<file path="src/rtl/core/fls_pkg.sv">
// fls_pkg: constants, register indexes and state type for the frame luma mean statistics unit.
// No dependencies.
`default_nettype none

package fls_pkg;

	localparam int unsigned DEF_MAX_WIDTH  = 4096;
	localparam int unsigned DEF_MAX_HEIGHT = 4096;

	localparam int unsigned CFG_DIM_W = 13;
	localparam int unsigned ADDR_W    = 4;
	localparam int unsigned DATA_W    = 32;

	localparam int unsigned MEAN_W  = 16;
	localparam int unsigned TALLY_W = 32;
	localparam int unsigned MEANS_W = 48;
	localparam int unsigned DIV_W   = 32;
	localparam int unsigned QUEUE_DEPTH = 4;

	localparam logic [MEAN_W-1:0]    FULL_SCALE   = 16'hFF00;
	localparam logic [CFG_DIM_W-1:0] RESET_WIDTH  = 13'd640;
	localparam logic [CFG_DIM_W-1:0] RESET_HEIGHT = 13'd480;

	localparam logic [1:0] REG_FORMAT = 2'd0;
	localparam logic [1:0] REG_WIDTH  = 2'd1;
	localparam logic [1:0] REG_HEIGHT = 2'd2;

	typedef enum logic [2:0] {
		B_IDLE,
		B_MEAN,
		B_STATS,
		B_AVG,
		B_EMIT
	} back_state_t;

	// 0 becomes 1, anything above maxv becomes maxv
	function automatic logic [CFG_DIM_W:0] clamp_dim(
		input logic [CFG_DIM_W-1:0] v,
		input logic [CFG_DIM_W:0]   maxv
	);
		logic [CFG_DIM_W:0] ext;
		ext = {1'b0, v};
		if (ext == '0)
			return (CFG_DIM_W+1)'(1);
		else if (ext > maxv)
			return maxv;
		else
			return ext;
	endfunction

endpackage

`default_nettype wire

</file>
<file path="src/rtl/core/fls_if.sv">
// fls_if: stream interfaces for pixel bytes in and frame statistics out.
// Depends on fls_pkg for field widths.
`default_nettype none

interface fls_pix_if;
	logic       valid;
	logic       ready;
	logic [7:0] pixel_byte;

	modport source (output valid, output pixel_byte, input ready);
	modport sink (input valid, input pixel_byte, output ready);
endinterface

interface fls_stats_if;
	logic                               valid;
	logic                               ready;
	logic [fls_pkg::MEAN_W-1:0]         frame_mean;
	logic [fls_pkg::TALLY_W-1:0]        frames_done;
	logic [fls_pkg::MEAN_W-1:0]         mean_of_frames;
	logic [fls_pkg::MEAN_W-1:0]         lowest_mean;
	logic [fls_pkg::MEAN_W-1:0]         highest_mean;

	modport source (output valid, output frame_mean, output frames_done,
		output mean_of_frames, output lowest_mean, output highest_mean, input ready);
	modport sink (input valid, input frame_mean, input frames_done,
		input mean_of_frames, input lowest_mean, input highest_mean, output ready);
endinterface

`default_nettype wire

</file>
<file path="src/rtl/core/frame_luma_mean_stats_unit.sv">
// Throughput: one byte per cycle while the frame queue has room; per frame the back end
//   runs two 16-step divisions, a stats update and an output load.
// Frames that arrive faster than the back end drains them fill the 4-entry queue and then stall the input.
// Reset (arst_n, async): format YUYV, 640x480, no frame in progress,
//   statistics cleared (lowest mean 255.0, highest 0).
`default_nettype none

module frame_luma_mean_stats_unit #(
	parameter int unsigned MAX_WIDTH  = fls_pkg::DEF_MAX_WIDTH,
	parameter int unsigned MAX_HEIGHT = fls_pkg::DEF_MAX_HEIGHT
) (
	input  logic                        clk,
	input  logic                        arst_n,
	input  logic                        psel,
	input  logic                        penable,
	input  logic                        pwrite,
	input  logic [fls_pkg::ADDR_W-1:0]  paddr,
	input  logic [fls_pkg::DATA_W-1:0]  pwdata,
	output logic [fls_pkg::DATA_W-1:0]  prdata,
	output logic                        pready,
	fls_pix_if.sink                     pixels,
	fls_stats_if.source                 stats
);

	localparam int unsigned DIM_W = fls_pkg::CFG_DIM_W;
	localparam int unsigned PIX_W = $clog2(MAX_WIDTH * MAX_HEIGHT + 1);
	localparam int unsigned SUM_W = PIX_W + 8;

	// reset size, clamped to the build limits
	localparam int unsigned RST_W   = (32'(fls_pkg::RESET_WIDTH) > MAX_WIDTH) ?
		MAX_WIDTH : 32'(fls_pkg::RESET_WIDTH);
	localparam int unsigned RST_H   = (32'(fls_pkg::RESET_HEIGHT) > MAX_HEIGHT) ?
		MAX_HEIGHT : 32'(fls_pkg::RESET_HEIGHT);
	localparam int unsigned RST_PIX = RST_W * RST_H;

	logic             fmt_q;
	logic [DIM_W-1:0] width_q;
	logic [DIM_W-1:0] height_q;
	logic [PIX_W-1:0] pix_q;
	logic [PIX_W:0]   frame_bytes_q;

	logic             wr;
	logic             wr_hit;
	logic [1:0]       idx;
	logic             fmt_nx;
	logic [DIM_W-1:0] width_nx;
	logic [DIM_W-1:0] height_nx;
	logic [DIM_W:0]   w_cl;
	logic [DIM_W:0]   h_cl;
	logic [PIX_W-1:0] pix_nx;

	logic             push;
	logic [SUM_W-1:0] push_sum;
	logic [PIX_W-1:0] push_pix;
	logic             pop;
	logic             full;
	logic             empty;
	logic [SUM_W+PIX_W-1:0] head;

	assign pready = 1'b1;
	assign wr     = psel && penable && pwrite;
	assign idx    = paddr[3:2];
	assign wr_hit = wr && (idx == fls_pkg::REG_FORMAT || idx == fls_pkg::REG_WIDTH ||
		idx == fls_pkg::REG_HEIGHT);

	always_comb begin
		fmt_nx    = fmt_q;
		width_nx  = width_q;
		height_nx = height_q;
		if (wr) begin
			unique case (idx)
				fls_pkg::REG_FORMAT: fmt_nx    = pwdata[0];
				fls_pkg::REG_WIDTH:  width_nx  = pwdata[DIM_W-1:0];
				fls_pkg::REG_HEIGHT: height_nx = pwdata[DIM_W-1:0];
				default: ;
			endcase
		end
		w_cl   = fls_pkg::clamp_dim(width_nx, (DIM_W+1)'(MAX_WIDTH));
		h_cl   = fls_pkg::clamp_dim(height_nx, (DIM_W+1)'(MAX_HEIGHT));
		pix_nx = PIX_W'(w_cl) * PIX_W'(h_cl);
	end

	always_comb begin
		unique case (idx)
			fls_pkg::REG_FORMAT: prdata = fls_pkg::DATA_W'(fmt_q);
			fls_pkg::REG_WIDTH:  prdata = fls_pkg::DATA_W'(width_q);
			fls_pkg::REG_HEIGHT: prdata = fls_pkg::DATA_W'(height_q);
			default:             prdata = '0;
		endcase
	end

	always_ff @(posedge clk or negedge arst_n) begin
		if (!arst_n) begin
			fmt_q         <= 1'b0;
			width_q       <= fls_pkg::RESET_WIDTH;
			height_q      <= fls_pkg::RESET_HEIGHT;
			pix_q         <= PIX_W'(RST_PIX);
			frame_bytes_q <= (PIX_W+1)'(2 * RST_PIX);
		end else if (wr_hit) begin
			fmt_q         <= fmt_nx;
			width_q       <= width_nx;
			height_q      <= height_nx;
			pix_q         <= pix_nx;
			frame_bytes_q <= fmt_nx ? {1'b0, pix_nx} : {pix_nx, 1'b0};
		end
	end

	fls_front #(.PIX_W(PIX_W)) u_front (
		.clk         (clk),
		.arst_n      (arst_n),
		.clr         (wr_hit),
		.fmt         (fmt_q),
		.frame_bytes (frame_bytes_q),
		.pix         (pix_q),
		.full        (full),
		.push        (push),
		.push_sum    (push_sum),
		.push_pix    (push_pix),
		.pixels      (pixels)
	);

	fls_fifo #(
		.WIDTH (SUM_W + PIX_W),
		.DEPTH (fls_pkg::QUEUE_DEPTH)
	) u_fifo (
		.clk    (clk),
		.arst_n (arst_n),
		.push   (push),
		.wdata  ({push_sum, push_pix}),
		.pop    (pop),
		.rdata  (head),
		.full   (full),
		.empty  (empty)
	);

	fls_back #(.PIX_W(PIX_W)) u_back (
		.clk    (clk),
		.arst_n (arst_n),
		.empty  (empty),
		.q_sum  (head[SUM_W+PIX_W-1:PIX_W]),
		.q_pix  (head[PIX_W-1:0]),
		.pop    (pop),
		.stats  (stats)
	);

endmodule

`default_nettype wire

</file>
<file path="src/rtl/core/fls_fifo.sv">
// fls_fifo: short register queue of finished frame sums between front and back.
// Depends on fls_pkg for the default depth.
`default_nettype none

module fls_fifo #(
	parameter int unsigned WIDTH = 8,
	parameter int unsigned DEPTH = fls_pkg::QUEUE_DEPTH
) (
	input  logic             clk,
	input  logic             arst_n,
	input  logic             push,
	input  logic [WIDTH-1:0] wdata,
	input  logic             pop,
	output logic [WIDTH-1:0] rdata,
	output logic             full,
	output logic             empty
);

	localparam int unsigned PTR_W = (DEPTH > 1) ? $clog2(DEPTH) : 1;
	localparam int unsigned CNT_W = $clog2(DEPTH + 1);

	logic [WIDTH-1:0] mem_q [DEPTH];
	logic [PTR_W-1:0] wr_ptr_q;
	logic [PTR_W-1:0] rd_ptr_q;
	logic [CNT_W-1:0] count_q;

	assign full  = (count_q == CNT_W'(DEPTH));
	assign empty = (count_q == '0);
	assign rdata = mem_q[rd_ptr_q];

	always_ff @(posedge clk) begin
		if (push && !full)
			mem_q[wr_ptr_q] <= wdata;
	end

	always_ff @(posedge clk or negedge arst_n) begin
		if (!arst_n) begin
			wr_ptr_q <= '0;
			rd_ptr_q <= '0;
			count_q  <= '0;
		end else begin
			if (push && !full)
				wr_ptr_q <= (wr_ptr_q == PTR_W'(DEPTH - 1)) ? '0 : wr_ptr_q + 1'b1;
			if (pop && !empty)
				rd_ptr_q <= (rd_ptr_q == PTR_W'(DEPTH - 1)) ? '0 : rd_ptr_q + 1'b1;
			unique case ({push && !full, pop && !empty})
				2'b10:   count_q <= count_q + 1'b1;
				2'b01:   count_q <= count_q - 1'b1;
				default: count_q <= count_q;
			endcase
		end
	end

endmodule

`default_nettype wire

</file>
<file path="src/rtl/core/fls_div.sv">
// fls_div: restoring divider, one quotient bit per cycle, 16-bit quotient.
// Requires hi < den on start. Depends on fls_pkg.
`default_nettype none

module fls_div #(
	parameter int unsigned DW = fls_pkg::DIV_W
) (
	input  logic                       clk,
	input  logic                       arst_n,
	input  logic                       start,
	input  logic [DW-1:0]              hi,
	input  logic [fls_pkg::MEAN_W-1:0] lo,
	input  logic [DW-1:0]              den,
	output logic                       done,
	output logic [fls_pkg::MEAN_W-1:0] quot
);

	localparam int unsigned QW    = fls_pkg::MEAN_W;
	localparam int unsigned CNT_W = $clog2(QW);

	logic             busy_q;
	logic             done_q;
	logic [CNT_W-1:0] cnt_q;
	logic [DW-1:0]    rem_q;
	logic [DW-1:0]    den_q;
	logic [QW-1:0]    lo_q;
	logic [QW-1:0]    quot_q;

	logic [DW:0]      trial;
	logic             ge;
	logic [DW-1:0]    rem_nx;

	always_comb begin
		trial  = {rem_q, lo_q[QW-1]};
		ge     = (trial >= {1'b0, den_q});
		rem_nx = ge ? DW'(trial - {1'b0, den_q}) : trial[DW-1:0];
	end

	always_ff @(posedge clk) begin
		if (start && !busy_q) begin
			rem_q  <= hi;
			den_q  <= den;
			lo_q   <= lo;
			quot_q <= '0;
		end else if (busy_q) begin
			rem_q  <= rem_nx;
			lo_q   <= {lo_q[QW-2:0], 1'b0};
			quot_q <= {quot_q[QW-2:0], ge};
		end
	end

	always_ff @(posedge clk or negedge arst_n) begin
		if (!arst_n) begin
			busy_q <= 1'b0;
			done_q <= 1'b0;
			cnt_q  <= '0;
		end else begin
			done_q <= 1'b0;
			if (start && !busy_q) begin
				busy_q <= 1'b1;
				cnt_q  <= '0;
			end else if (busy_q) begin
				cnt_q <= cnt_q + 1'b1;
				if (cnt_q == CNT_W'(QW - 1)) begin
					busy_q <= 1'b0;
					done_q <= 1'b1;
				end
			end
		end
	end

	assign done = done_q;
	assign quot = quot_q;

endmodule

`default_nettype wire

</file>
<file path="src/rtl/core/fls_front.sv">
// fls_front: takes one byte per beat, sums luma, and queues the sum at frame end.
// Depends on fls_pix_if.
`default_nettype none

module fls_front #(
	parameter int unsigned PIX_W = 24
) (
	input  logic               clk,
	input  logic               arst_n,
	input  logic               clr,
	input  logic               fmt,
	input  logic [PIX_W:0]     frame_bytes,
	input  logic [PIX_W-1:0]   pix,
	input  logic               full,
	output logic               push,
	output logic [PIX_W+7:0]   push_sum,
	output logic [PIX_W-1:0]   push_pix,
	fls_pix_if.sink            pixels
);

	logic [PIX_W:0]   pos_q;
	logic [PIX_W+7:0] sum_q;

	logic             accept;
	logic             luma;
	logic [PIX_W:0]   pos_nx;
	logic [PIX_W+7:0] sum_nx;
	logic             last;

	assign pixels.ready = !full;
	assign accept       = pixels.valid && !full;

	always_comb begin
		luma   = fmt || !pos_q[0];
		pos_nx = pos_q + 1'b1;
		sum_nx = luma ? sum_q + (PIX_W+8)'(pixels.pixel_byte) : sum_q;
		last   = (pos_nx == frame_bytes);
	end

	always_ff @(posedge clk or negedge arst_n) begin
		if (!arst_n) begin
			pos_q <= '0;
			sum_q <= '0;
		end else if (clr) begin
			pos_q <= '0;
			sum_q <= '0;
		end else if (accept) begin
			if (last) begin
				pos_q <= '0;
				sum_q <= '0;
			end else begin
				pos_q <= pos_nx;
				sum_q <= sum_nx;
			end
		end
	end

	assign push     = accept && last;
	assign push_sum = sum_nx;
	assign push_pix = pix;

endmodule

`default_nettype wire

</file>
<file path="src/rtl/core/fls_back.sv">
// fls_back: per-frame mean, running statistics and mean of means, with output register.
// Depends on fls_pkg, fls_stats_if and fls_div.
`default_nettype none

module fls_back #(
	parameter int unsigned PIX_W = 24
) (
	input  logic             clk,
	input  logic             arst_n,
	input  logic             empty,
	input  logic [PIX_W+7:0] q_sum,
	input  logic [PIX_W-1:0] q_pix,
	output logic             pop,
	fls_stats_if.source      stats
);

	localparam int unsigned MW = fls_pkg::MEAN_W;
	localparam int unsigned TW = fls_pkg::TALLY_W;
	localparam int unsigned SW = fls_pkg::MEANS_W;
	localparam int unsigned DW = fls_pkg::DIV_W;

	fls_pkg::back_state_t state_q, state_nx;

	logic [MW-1:0] mean_q;
	logic [TW-1:0] tally_q;
	logic [SW-1:0] means_q;
	logic [MW-1:0] low_q;
	logic [MW-1:0] high_q;

	logic          ov_q;
	logic [MW-1:0] o_mean_q;
	logic [TW-1:0] o_done_q;
	logic [MW-1:0] o_avg_q;
	logic [MW-1:0] o_low_q;
	logic [MW-1:0] o_high_q;

	logic          div_start;
	logic [DW-1:0] div_hi;
	logic [MW-1:0] div_lo;
	logic [DW-1:0] div_den;
	logic          div_done;
	logic [MW-1:0] div_quot;

	logic          stats_en;
	logic          load_out;
	logic          out_free;
	logic          tally_sat;
	logic [TW-1:0] tally_nx;
	logic [SW-1:0] means_nx;

	assign out_free  = !ov_q || stats.ready;
	assign tally_sat = (tally_q == '1);
	assign tally_nx  = tally_sat ? tally_q : tally_q + 1'b1;
	assign means_nx  = tally_sat ? means_q : means_q + SW'(mean_q);

	fls_div #(.DW(DW)) u_div (
		.clk    (clk),
		.arst_n (arst_n),
		.start  (div_start),
		.hi     (div_hi),
		.lo     (div_lo),
		.den    (div_den),
		.done   (div_done),
		.quot   (div_quot)
	);

	always_comb begin
		state_nx = state_q;
		unique case (state_q)
			fls_pkg::B_IDLE:  if (!empty) state_nx = fls_pkg::B_MEAN;
			fls_pkg::B_MEAN:  if (div_done) state_nx = fls_pkg::B_STATS;
			fls_pkg::B_STATS: state_nx = fls_pkg::B_AVG;
			fls_pkg::B_AVG:   if (div_done) state_nx = fls_pkg::B_EMIT;
			fls_pkg::B_EMIT:  if (out_free) state_nx = fls_pkg::B_IDLE;
			default:          state_nx = fls_pkg::B_IDLE;
		endcase
	end

	always_comb begin
		pop       = 1'b0;
		div_start = 1'b0;
		stats_en  = 1'b0;
		load_out  = 1'b0;
		// mean: (sum << 8) / pixels, upper part sum >> 8 is below pixels
		div_hi    = DW'(q_sum[PIX_W+7:8]);
		div_lo    = {q_sum[7:0], 8'h00};
		div_den   = DW'(q_pix);
		unique case (state_q)
			fls_pkg::B_IDLE: begin
				pop       = !empty;
				div_start = !empty;
			end
			fls_pkg::B_STATS: begin
				stats_en  = 1'b1;
				div_start = 1'b1;
				div_hi    = means_nx[SW-1:MW];
				div_lo    = means_nx[MW-1:0];
				div_den   = tally_nx;
			end
			fls_pkg::B_EMIT: load_out = out_free;
			default: ;
		endcase
	end

	always_ff @(posedge clk or negedge arst_n) begin
		if (!arst_n) begin
			state_q <= fls_pkg::B_IDLE;
			tally_q <= '0;
			means_q <= '0;
			low_q   <= fls_pkg::FULL_SCALE;
			high_q  <= '0;
			ov_q    <= 1'b0;
		end else begin
			state_q <= state_nx;
			if (stats_en) begin
				tally_q <= tally_nx;
				means_q <= means_nx;
				if (mean_q < low_q)
					low_q <= mean_q;
				if (mean_q > high_q)
					high_q <= mean_q;
			end
			if (load_out)
				ov_q <= 1'b1;
			else if (stats.ready)
				ov_q <= 1'b0;
		end
	end

	always_ff @(posedge clk) begin
		if (state_q == fls_pkg::B_MEAN && div_done)
			mean_q <= div_quot;
		if (load_out) begin
			o_mean_q <= mean_q;
			o_done_q <= tally_q;
			o_avg_q  <= div_quot;
			o_low_q  <= low_q;
			o_high_q <= high_q;
		end
	end

	assign stats.valid          = ov_q;
	assign stats.frame_mean     = o_mean_q;
	assign stats.frames_done    = o_done_q;
	assign stats.mean_of_frames = o_avg_q;
	assign stats.lowest_mean    = o_low_q;
	assign stats.highest_mean   = o_high_q;

endmodule

`default_nettype wire

</file>
<file path="src/flat_wrapper.sv">
// flat-port wrapper written by rule: the top's interface ports become plain ports
module frame_luma_mean_stats_unit_flat 
#(
	parameter int unsigned MAX_WIDTH  = fls_pkg::DEF_MAX_WIDTH,
	parameter int unsigned MAX_HEIGHT = fls_pkg::DEF_MAX_HEIGHT
)
  (clk, arst_n, psel, penable, pwrite, paddr, pwdata, prdata, pready, pixels_valid, pixels_pixel_byte, pixels_ready, stats_valid, stats_frame_mean, stats_frames_done, stats_mean_of_frames, stats_lowest_mean, stats_highest_mean, stats_ready);
  fls_pix_if pixels_i ();
  fls_stats_if stats_i ();
  input  logic clk;
  input  logic arst_n;
  input  logic psel;
  input  logic penable;
  input  logic pwrite;
  input  logic [fls_pkg::ADDR_W-1:0] paddr;
  input  logic [fls_pkg::DATA_W-1:0] pwdata;
  output logic [fls_pkg::DATA_W-1:0] prdata;
  output logic pready;
  input wire logic [$bits(pixels_i.valid)-1:0] pixels_valid;
  input wire logic [$bits(pixels_i.pixel_byte)-1:0] pixels_pixel_byte;
  output wire logic [$bits(pixels_i.ready)-1:0] pixels_ready;
  output wire logic [$bits(stats_i.valid)-1:0] stats_valid;
  output wire logic [$bits(stats_i.frame_mean)-1:0] stats_frame_mean;
  output wire logic [$bits(stats_i.frames_done)-1:0] stats_frames_done;
  output wire logic [$bits(stats_i.mean_of_frames)-1:0] stats_mean_of_frames;
  output wire logic [$bits(stats_i.lowest_mean)-1:0] stats_lowest_mean;
  output wire logic [$bits(stats_i.highest_mean)-1:0] stats_highest_mean;
  input wire logic [$bits(stats_i.ready)-1:0] stats_ready;
  assign pixels_i.valid = pixels_valid;
  assign pixels_i.pixel_byte = pixels_pixel_byte;
  assign pixels_ready = pixels_i.ready;
  assign stats_valid = stats_i.valid;
  assign stats_frame_mean = stats_i.frame_mean;
  assign stats_frames_done = stats_i.frames_done;
  assign stats_mean_of_frames = stats_i.mean_of_frames;
  assign stats_lowest_mean = stats_i.lowest_mean;
  assign stats_highest_mean = stats_i.highest_mean;
  assign stats_i.ready = stats_ready;
  frame_luma_mean_stats_unit #(.MAX_WIDTH(MAX_WIDTH), .MAX_HEIGHT(MAX_HEIGHT)) u_core (.clk(clk), .arst_n(arst_n), .psel(psel), .penable(penable), .pwrite(pwrite), .paddr(paddr), .pwdata(pwdata), .prdata(prdata), .pready(pready), .pixels(pixels_i), .stats(stats_i));
endmodule
</file>
<file path="config.mk">
export PLATFORM = sky130hd
export DESIGN_NAME = frame_luma_mean_stats_unit_flat
export DESIGN_NICKNAME = d
export VERILOG_FILES = /design/src/rtl/core/fls_pkg.sv /design/src/rtl/core/fls_if.sv /design/src/rtl/core/frame_luma_mean_stats_unit.sv /design/src/rtl/core/fls_fifo.sv /design/src/rtl/core/fls_div.sv /design/src/rtl/core/fls_front.sv /design/src/rtl/core/fls_back.sv /design/src/flat_wrapper.sv
export SDC_FILE = /design/constraint.sdc
export NUM_CORES = 2
export LEC_CHECK = 0
export ABC_CLOCK_PERIOD_IN_PS = 7300
export BUFFER_PORTS_ARGS = -buffer_cell sky130_fd_sc_hd__buf_2
export CAP_MARGIN = 20
export CORE_MARGIN = 8
export CORE_UTILIZATION = 30
export CTS_BUF_LIST = sky130_fd_sc_hd__clkbuf_2 sky130_fd_sc_hd__clkbuf_4 sky130_fd_sc_hd__clkbuf_8
export DETAILED_ROUTE_END_ITERATION = 8
export GPL_ROUTABILITY_DRIVEN = 0
export GPL_TIMING_DRIVEN = 0
export PLACE_DENSITY_LB_ADDON = 0.1
export SYNTH_ARGS = -nofsm -noshare
export SYNTH_HDL_FRONTEND = slang
export SYNTH_SLANG_ARGS = --single-unit
</file>
<file path="constraint.sdc">
create_clock -name clk -period 7.3 [get_ports clk]
set_input_delay 1.46 -clock clk [delete_from_list [all_inputs] [get_ports clk]]
set_output_delay 1.46 -clock clk [all_outputs]
set_load 0.01 [all_outputs]
</file>
# Yosys cells after proc, flatten, opt, wreduce, memory -nomap -nowiden
# Memory sizes are Yosys's and may differ from the RTL's.
# Index checks and enable logic that the tools add are counted.
classes:
  n_eq_ne: 18
  mux: 53
  n_addsub: 10
  reduce_logical: 30
  multipliers: 1
  n_lt_le_gt_ge: 5
ops:
  columns: ["cell", "n"]
  rows:
  - ["2-to-1 mux 32 bit", 5]
  - ["2-to-1 mux 33 bit", 4]
  - ["2-to-1 mux 26 bit", 4]
  - ["2-to-1 mux 13 bit", 6]
  - ["adder 48 x 16 -> 48 bit", 1]
  - ["2-to-1 mux 16 bit", 3]
  - ["2-to-1 mux 48 bit", 1]
  - ["case mux 13 bit (3 select lines)", 1]
  - ["adder 33 x 8 -> 33 bit", 1]
  - [">= comparator 33 x 32 -> 1 bit", 1]
  - ["adder 32 x 1 -> 32 bit (second input constant)", 1]
  - ["== test 32 bit (second input constant)", 1]
  - ["subtractor 32 bit", 1]
  - ["2-to-1 mux 14 bit", 2]
  - ["adder 26 x 1 -> 26 bit (second input constant)", 1]
  - ["== test 26 bit", 1]
  - ["greater-than comparator 13 bit (second input constant)", 2]
  - ["logical NOT 13 bit", 2]
  - ["multiplier 14 x 14 -> 25 bit", 1]
  - ["2-to-1 mux 25 bit", 1]
  - ["greater-than comparator 16 bit", 1]
  - ["< comparator 16 bit", 1]
  - ["2-to-1 mux 1 bit", 15]
  - ["case mux 3 bit (5 select lines)", 1]
  - ["other kinds (25)", 59]
word_totals:
  inputBits: 51
  n_memories: 1
  ram_bits: 232
  elab_cells: 148
  reg_bits: 474
mem_list:
  columns: ["name", "depth", "width", "rd", "rd_clocked_by_memory_dff", "write_ports", "line_no", "source"]
  rows:
  - ["u_core.u_fifo.mem_q", 4, 58, 1, 0, 1, "fls_fifo.sv:22", "logic [WIDTH-1:0] mem_q [DEPTH];"]

# Longest topological paths before layout
depth:
  ltp_word: 8
  mapped_depth: 33
  ltp_nobuf: 31

# Cells and area by module
# From an unflattened synthesis, not the netlist that was laid out.
unflattened:
  cells_unflattened: 3840
  area_unflattened_um2: 41140.7
modules_own_cells:
  columns: ["module", "cells_per_inst", "instances", "area_per_inst_um2"]
  rows:
  - ["fls_back", 1134, 1, 11781.3]
  - ["frame_luma_mean_stats_unit", 1081, 1, 9271.4]
  - ["fls_fifo", 344, 1, 8891.0]
  - ["fls_div", 630, 1, 5970.7]
  - ["fls_front", 651, 1, 5226.3]

# Worst setup path after synthesis
# Ideal clock, no wire load.
synth_path:
  path_type: "input to register"
  startpoint: "input paddr[2] in the netlist's numbering"
  endpoint: "register u_core.frame_bytes_q[24]"
  path_stages: 32
  setup_slack_ps: -1699
  t_arrival_ps: 8878
  cell_sequence: "nor2b_1 > nor2b_1 > clkbuf_1 > buf_2 > mux2i_1 > inv_1 > nor4_1 > nand3_1 > xnor2_1 > or2_2 > clkbuf_1 > nor2_1 > fa_1 > inv_1 > fa_1 > inv_1 > fa_1 > fa_1 > fa_1 > inv_1 > fa_1 > inv_1 > ha_1 > nand3_1 > or2_2 > nor3_1 > o21a_1 > o31a_1 > o22ai_1 > xnor2_1 > a21oi_1 > a22o_1"
synth_via:
  elab_chain_len: 8
  elab_cells_between_ends: 22
  classes_between: "mul: 1; order compare: 2; eq/ne: 2; mux: 11; reduce/logical: 6"
synth_rtl:
  columns: ["element", "line_no", "source"]
  rows:
  - ["from (decl)", "flat_wrapper.sv:15", "input logic [fls_pkg::ADDR_W-1:0] paddr;"]
  - ["== test 2 x 1 -> 1 bit or == test 2 bit (tied branches)", "frame_luma_mean_stats_unit.sv:63, frame_luma_mean_stats_unit.sv:71, frame_luma_mean_stats_unit.sv:64", null]
  - ["2-to-1 mux 13 bit", "frame_luma_mean_stats_unit.sv:71", "unique case (idx)"]
  - ["2-to-1 mux 13 bit", "frame_luma_mean_stats_unit.sv:70", "if (wr) begin"]
  - ["greater-than comparator 13 bit", "fls_pkg.sv:45", "else if (ext > maxv)"]
  - ["2-to-1 mux 13 bit", "fls_pkg.sv:45", null]
  - ["2-to-1 mux 14 bit", "fls_pkg.sv:43", "if (ext == '0)"]
  - ["multiplier 14 x 14 -> 25 bit", "frame_luma_mean_stats_unit.sv:80", "pix_nx = PIX_W'(w_cl) * PIX_W'(h_cl);"]
  - ["2-to-1 mux 26 bit", "frame_luma_mean_stats_unit.sv:104", "frame_bytes_q <= fmt_nx ? {1'b0, pix_nx} : {pix_nx, 1'b0};"]
  - ["to (signal assigned)", "frame_luma_mean_stats_unit.sv:98", "frame_bytes_q <= (PIX_W+1)'(2 * RST_PIX);"]
  - ["to (signal assigned)", "frame_luma_mean_stats_unit.sv:104", null]
  - ["to (decl)", "frame_luma_mean_stats_unit.sv:40", "logic [PIX_W:0] frame_bytes_q;"]
# Several ways; a longest one is shown, not always the timed one.
# A chain may end at the register's enable or synchronous reset.

# Worst setup path after layout
layout_path:
  startpoint: "input paddr[2] in the netlist's numbering"
  endpoint: "register u_core.pix_q[19]"
layout_via:
  elab_chain_len: 7
  elab_cells_between_ends: 19
  classes_between: "mul: 1; order compare: 2; eq/ne: 2; mux: 8; reduce/logical: 6"
layout_rtl:
  columns: ["element", "line_no", "source"]
  rows:
  - ["== test 2 x 1 -> 1 bit or == test 2 bit (tied branches)", "frame_luma_mean_stats_unit.sv:63, frame_luma_mean_stats_unit.sv:71, frame_luma_mean_stats_unit.sv:64", null]
  - ["2-to-1 mux 13 bit", "frame_luma_mean_stats_unit.sv:71", null]
  - ["2-to-1 mux 13 bit", "frame_luma_mean_stats_unit.sv:70", null]
  - ["greater-than comparator 13 bit", "fls_pkg.sv:45", null]
  - ["2-to-1 mux 13 bit", "fls_pkg.sv:45", null]
  - ["2-to-1 mux 14 bit", "fls_pkg.sv:43", null]
  - ["multiplier 14 x 14 -> 25 bit", "frame_luma_mean_stats_unit.sv:80", null]
  - ["to (signal assigned)", "frame_luma_mean_stats_unit.sv:97", "pix_q <= PIX_W'(RST_PIX);"]
  - ["to (signal assigned)", "frame_luma_mean_stats_unit.sv:103", "pix_q <= pix_nx;"]
  - ["to (decl)", "frame_luma_mean_stats_unit.sv:39", "logic [PIX_W-1:0] pix_q;"]
# Several ways; a longest one is shown, not always the timed one.

==> results.txt <==
The flow ran to the end, but the final reports show violations. The final reports fail on negative setup slack. Buffers inserted to repair hold after CTS numbered 0. The portion of the post-synthesis area used by sequential elements came out at approximately 50%. The pre-CTS setup slack is -2.80 ns.

Setup repair after global routing could not meet its margin everywhere. The initial antenna violation count is 4. The count of TritonRoute iterations in the first routing pass came out at 7. On the worst path, the slowest cell contributes a delay of approximately 0.59 ns. The aggregate negative setup slack is -7.51 ns. The count of final setup violators came out at 23. In this run the tightest slew margin relative to its limit is a little over a quarter. The total overflow reported by the global router came out at 0. The largest total area in the synthesized netlist belongs to sky130_fd_sc_hd__edfxtp_1. The number of nets at the end of the flow is ~4200. The routed length on met1 came out at approximately 56000 µm. The detail-routed via count per cell is approximately 4.8.

The startpoint kind of the worst setup timing path is an input port. The total number of vias is 27586. The detail-routed net length per standard cell came out at 20.8 µm. The routed design could run at a clock period as short as 7.78 ns. The total met2 wirelength after detailed routing is 55900 µm.

The worst setup slack for register-to-register paths is between 0.4 and 0.5 ns. The standard-cell row count is roughly 130. The via count of the first global-routing pass is 28453. In this run the tool buffered the top-level ports with between 100 and 150 buffer cells.

The maximum level of the CTS H-tree is 4. Along the worst path, the maximum fanout reaches 5. The tool flagged a number of max-cap violations equal to 0. The horizontal die dimension is ~380 µm. The ratio of final minimum period to clock period is 107%.

The tree is rooted in a sky130_fd_sc_hd__clkbuf_8. The global-route wire length before repair came out at around 180000 µm. The transition at the pin with the smallest max-transition slack came out at approximately 1.1 ns. The count of unique library cells instantiated by Yosys came out at 84. In this run the critical register-to-register path is captured at u_core.pix_q[19]. STA classifies the critical path endpoint as a flop. Cells with a size suffix above 1 make up between 10% and 20% of the layout.

The type of the tightest min-delay check is reg2reg. Counting along the longest clock path gives a buffer depth of 3. The number of filler instances in the final layout came out at 13258. The gate count after technology mapping came out at around 3500. Among all cell types in the netlist, the one instantiated most often is sky130_fd_sc_hd__nand2_1.

From bottom edge to top edge, the die measures 379 µm. The met3 wire length came out at between 4000 and 5000 µm. TritonCTS built the clock tree. The detailed router used layers up to and including met5. For this run, design rule violations remaining after detail routing come to 0. Global routing used approximately 17% of the available tracks across all layers. Synthesis inferred 706 register bits. After synthesis, the cell types taking the most area are sky130_fd_sc_hd__edfxtp_1, sky130_fd_sc_hd__dfrtp_1, sky130_fd_sc_hd__fa_1, sky130_fd_sc_hd__ha_1, sky130_fd_sc_hd__nand2_1.

The mean post-synth cell area is 11.2 µm². The residual antenna-violating net count after detailed routing came out at 0. Static timing analysis puts the maximum clock frequency at 128 MHz. The arrival time at the worst endpoint is 8.52 ns. By count the netlist is led by sky130_fd_sc_hd__nand2_1, sky130_fd_sc_hd__edfxtp_1, sky130_fd_sc_hd__nor2_1. For this run, the number of Yosys warnings is 0. The layout overhead on the synthesized area is 19.6%. The total detailed-routing wirelength is ~120000 µm. The path with the worst hold slack has its endpoint at u_core.u_back.stats.frames_done[27]. Clock tree synthesis found a total of just over 700 sinks. The post-route total power is 0.0148 W. The synthesized design contains about 420 enable-type register cells. The total leakage power came out at a little under 20 nW. Power spread over the standard cell area amounts to ~310 nW/µm². The post-layout instance area came out at 47300 µm².

The endpoint required time on the critical path is about 8.0 ns. In this design, the critical path's most frequently occurring cell is sky130_fd_sc_hd__fa_1. For this configuration, the core starts out at a cell density of between 30% and 40%. In the synthesized netlist the dominant register cell turns out to be sky130_fd_sc_hd__edfxtp_1.

The initial DRC count is between 1500 and 2000. The post-synthesis instance area is approximately 40000 µm². The type of the worst setup path is in2reg. After clock tree synthesis, the clock-pin slew on the worst setup and hold paths is roughly 0.06 ns. The worst hold path passes through 0 cells. The share of flip-flops with an asynchronous set or reset came out at between 30% and 40%. The post-route worst setup slack came out at -0.483 ns.

In this run the critical register-to-register path is launched from u_core.width_q[4]. The origin of the worst min-delay path is u_core.u_back.tally_q[27]. The pin count of the biggest net entering global routing is about 110.

The I/O pin total came out at 182. The worst register-to-register path has a depth of 28. The die outline area is about 140000 µm². Across the VDD grid, the largest voltage drop is just over 0.2 mV. The total placed instance area is 43200 µm². The clock latency on the worst-skew pair is about 0.82 ns. In this run the standard cell core region covers between 100000 and 150000 µm². The slowest stage of the critical path belongs to the cell sky130_fd_sc_hd__fa_1.

The top cell type by area accounts for 32.2% of the synthesized area. The max-slew violation total from the final report came out at 0. The final worst clock skew came out at a little under 0.06 ns. The HPWL reported at the end of detailed placement came out at between 80000 and 90000 µm.

The number of hold violations in the final report is 0. In this run, CTS created clock tree buffers numbering 135.
registers in the layout (all words and copies together) (netlist names), 25 cells and up:
signal / count
u_core.frame_bytes_q: 26
u_core.u_back.tally_q: 32
u_core.u_back.u_div.den_q: 32
u_core.u_back.means_q: 48
u_core.u_front.pos_q: 26
u_core.u_back.stats.frames_done: 32
u_core.u_fifo.mem_q: 232
u_core.u_back.u_div.rem_q: 32
u_core.u_front.sum_q: 33
u_core.pix_q: 25
cells by family (layout without fill, tap and decap cells):
logic type	Yosys count	in the layout	synth area share, %
AO/OA/AOI/OAI	540	540	8.65
XOR/XNOR	286	287	6.34
adder cells (fa/ha/maj)	308	308	12.1
buffers and inverters	418	855	4.28
flip-flops	706	706	50.0
multiplexers	149	149	5.81
other	2	21	0.0190
AND/OR/NAND/NOR	1130	1130	12.9
area by class of cell:
cell class,instances,area (µm²),area share (%)
clock inverter,45,408,0.863
multi-input combinational,2434,19300,40.8
timing repair buffer,201,1470,3.11
inverter,242,920,1.95
sequential,706,19700,41.8
buffer,167,806,1.71
antenna,1,2.50,0.00530
clock buffer,200,2430,5.15
tap,1755,2200,4.65
how the worst max path moves through the flow:
stage	start	to	depth (start not counted)
final	paddr[2]	u_core.pix_q[19]	32
after global placement	paddr[2]	u_core.frame_bytes_q[24]	30
after floorplan	paddr[2]	u_core.frame_bytes_q[24]	31
after global routing	paddr[3]	u_core.frame_bytes_q[24]	32
after CTS	paddr[2]	u_core.frame_bytes_q[25]	35
after detailed placement	paddr[2]	u_core.frame_bytes_q[24]	30
through the flow:
step	hold WS [ns]	util, %	instances
floorplan	0.423	-	3557
global placement	0.438	32.7	5452
detailed placement	0.440	32.9	5465
CTS	0.455	35.8	5739
global route	0.475	36.0	5751
finish	0.451	36.0	5751
layout by cell type, fill, tap and decap left out, types with 45 or more instances in the layout:
master                     count
sky130_fd_sc_hd__xor2_1      120
sky130_fd_sc_hd__edfxtp_1    424
sky130_fd_sc_hd__fa_1        118
sky130_fd_sc_hd__nand3_1      91
sky130_fd_sc_hd__mux4_2       58
sky130_fd_sc_hd__clkbuf_4     54
sky130_fd_sc_hd__clkbuf_1    105
sky130_fd_sc_hd__buf_4        56
sky130_fd_sc_hd__inv_1       219
sky130_fd_sc_hd__ha_1        164
sky130_fd_sc_hd__nor2_1      287
sky130_fd_sc_hd__and3_1       45
sky130_fd_sc_hd__dfrtp_1     244
sky130_fd_sc_hd__nor3_1       61
sky130_fd_sc_hd__mux2_2       55
sky130_fd_sc_hd__nand2_1     421
sky130_fd_sc_hd__a21oi_1     118
sky130_fd_sc_hd__xnor2_1     152
sky130_fd_sc_hd__o21ai_0     146
sky130_fd_sc_hd__nand4_1      45
sky130_fd_sc_hd__buf_2       149
sky130_fd_sc_hd__clkbuf_8    149
power breakdown:
group	internal, W	leakage, nW	switching [W]
clock network	0.00231	1.49	0.00182
logic	0.00227	10.4	0.00324
registers	0.00484	7.60	0.000328
worst max-delay path, delay by kind of cell:
| family | cells | cell delay, ns |
|---|---|---|
| buf+inv | 8 | 1.01 |
| fa+ha+maj | 7 | 3.07 |
| simple gates | 9 | 1.28 |
| xor+xnor | 2 | 0.32 |
| mux | 1 | 0.31 |
| compound gates | 5 | 1.04 |
timing repair:
item / CTS / global route
setup endpoints to repair: 39 / 33
gates cloned: 2 / 0
pin swaps: 47 / 56
gates resized for setup: 115 / 76
hold endpoints to repair: 0 / 0
buffers inserted: 32 / 15
per-layer routing:
| metal | global-route usage [%] | vias up |
|---|---|---|
| met3 | 2.57 | 170 |
| met2 | 27.1 | 541 |
| met5 | 0 | - |
| li1 | - | 13123 |
| met4 | 5.24 | 2 |
| met1 | 22.6 | 13750 |
(Power assumes the default switching activity.)
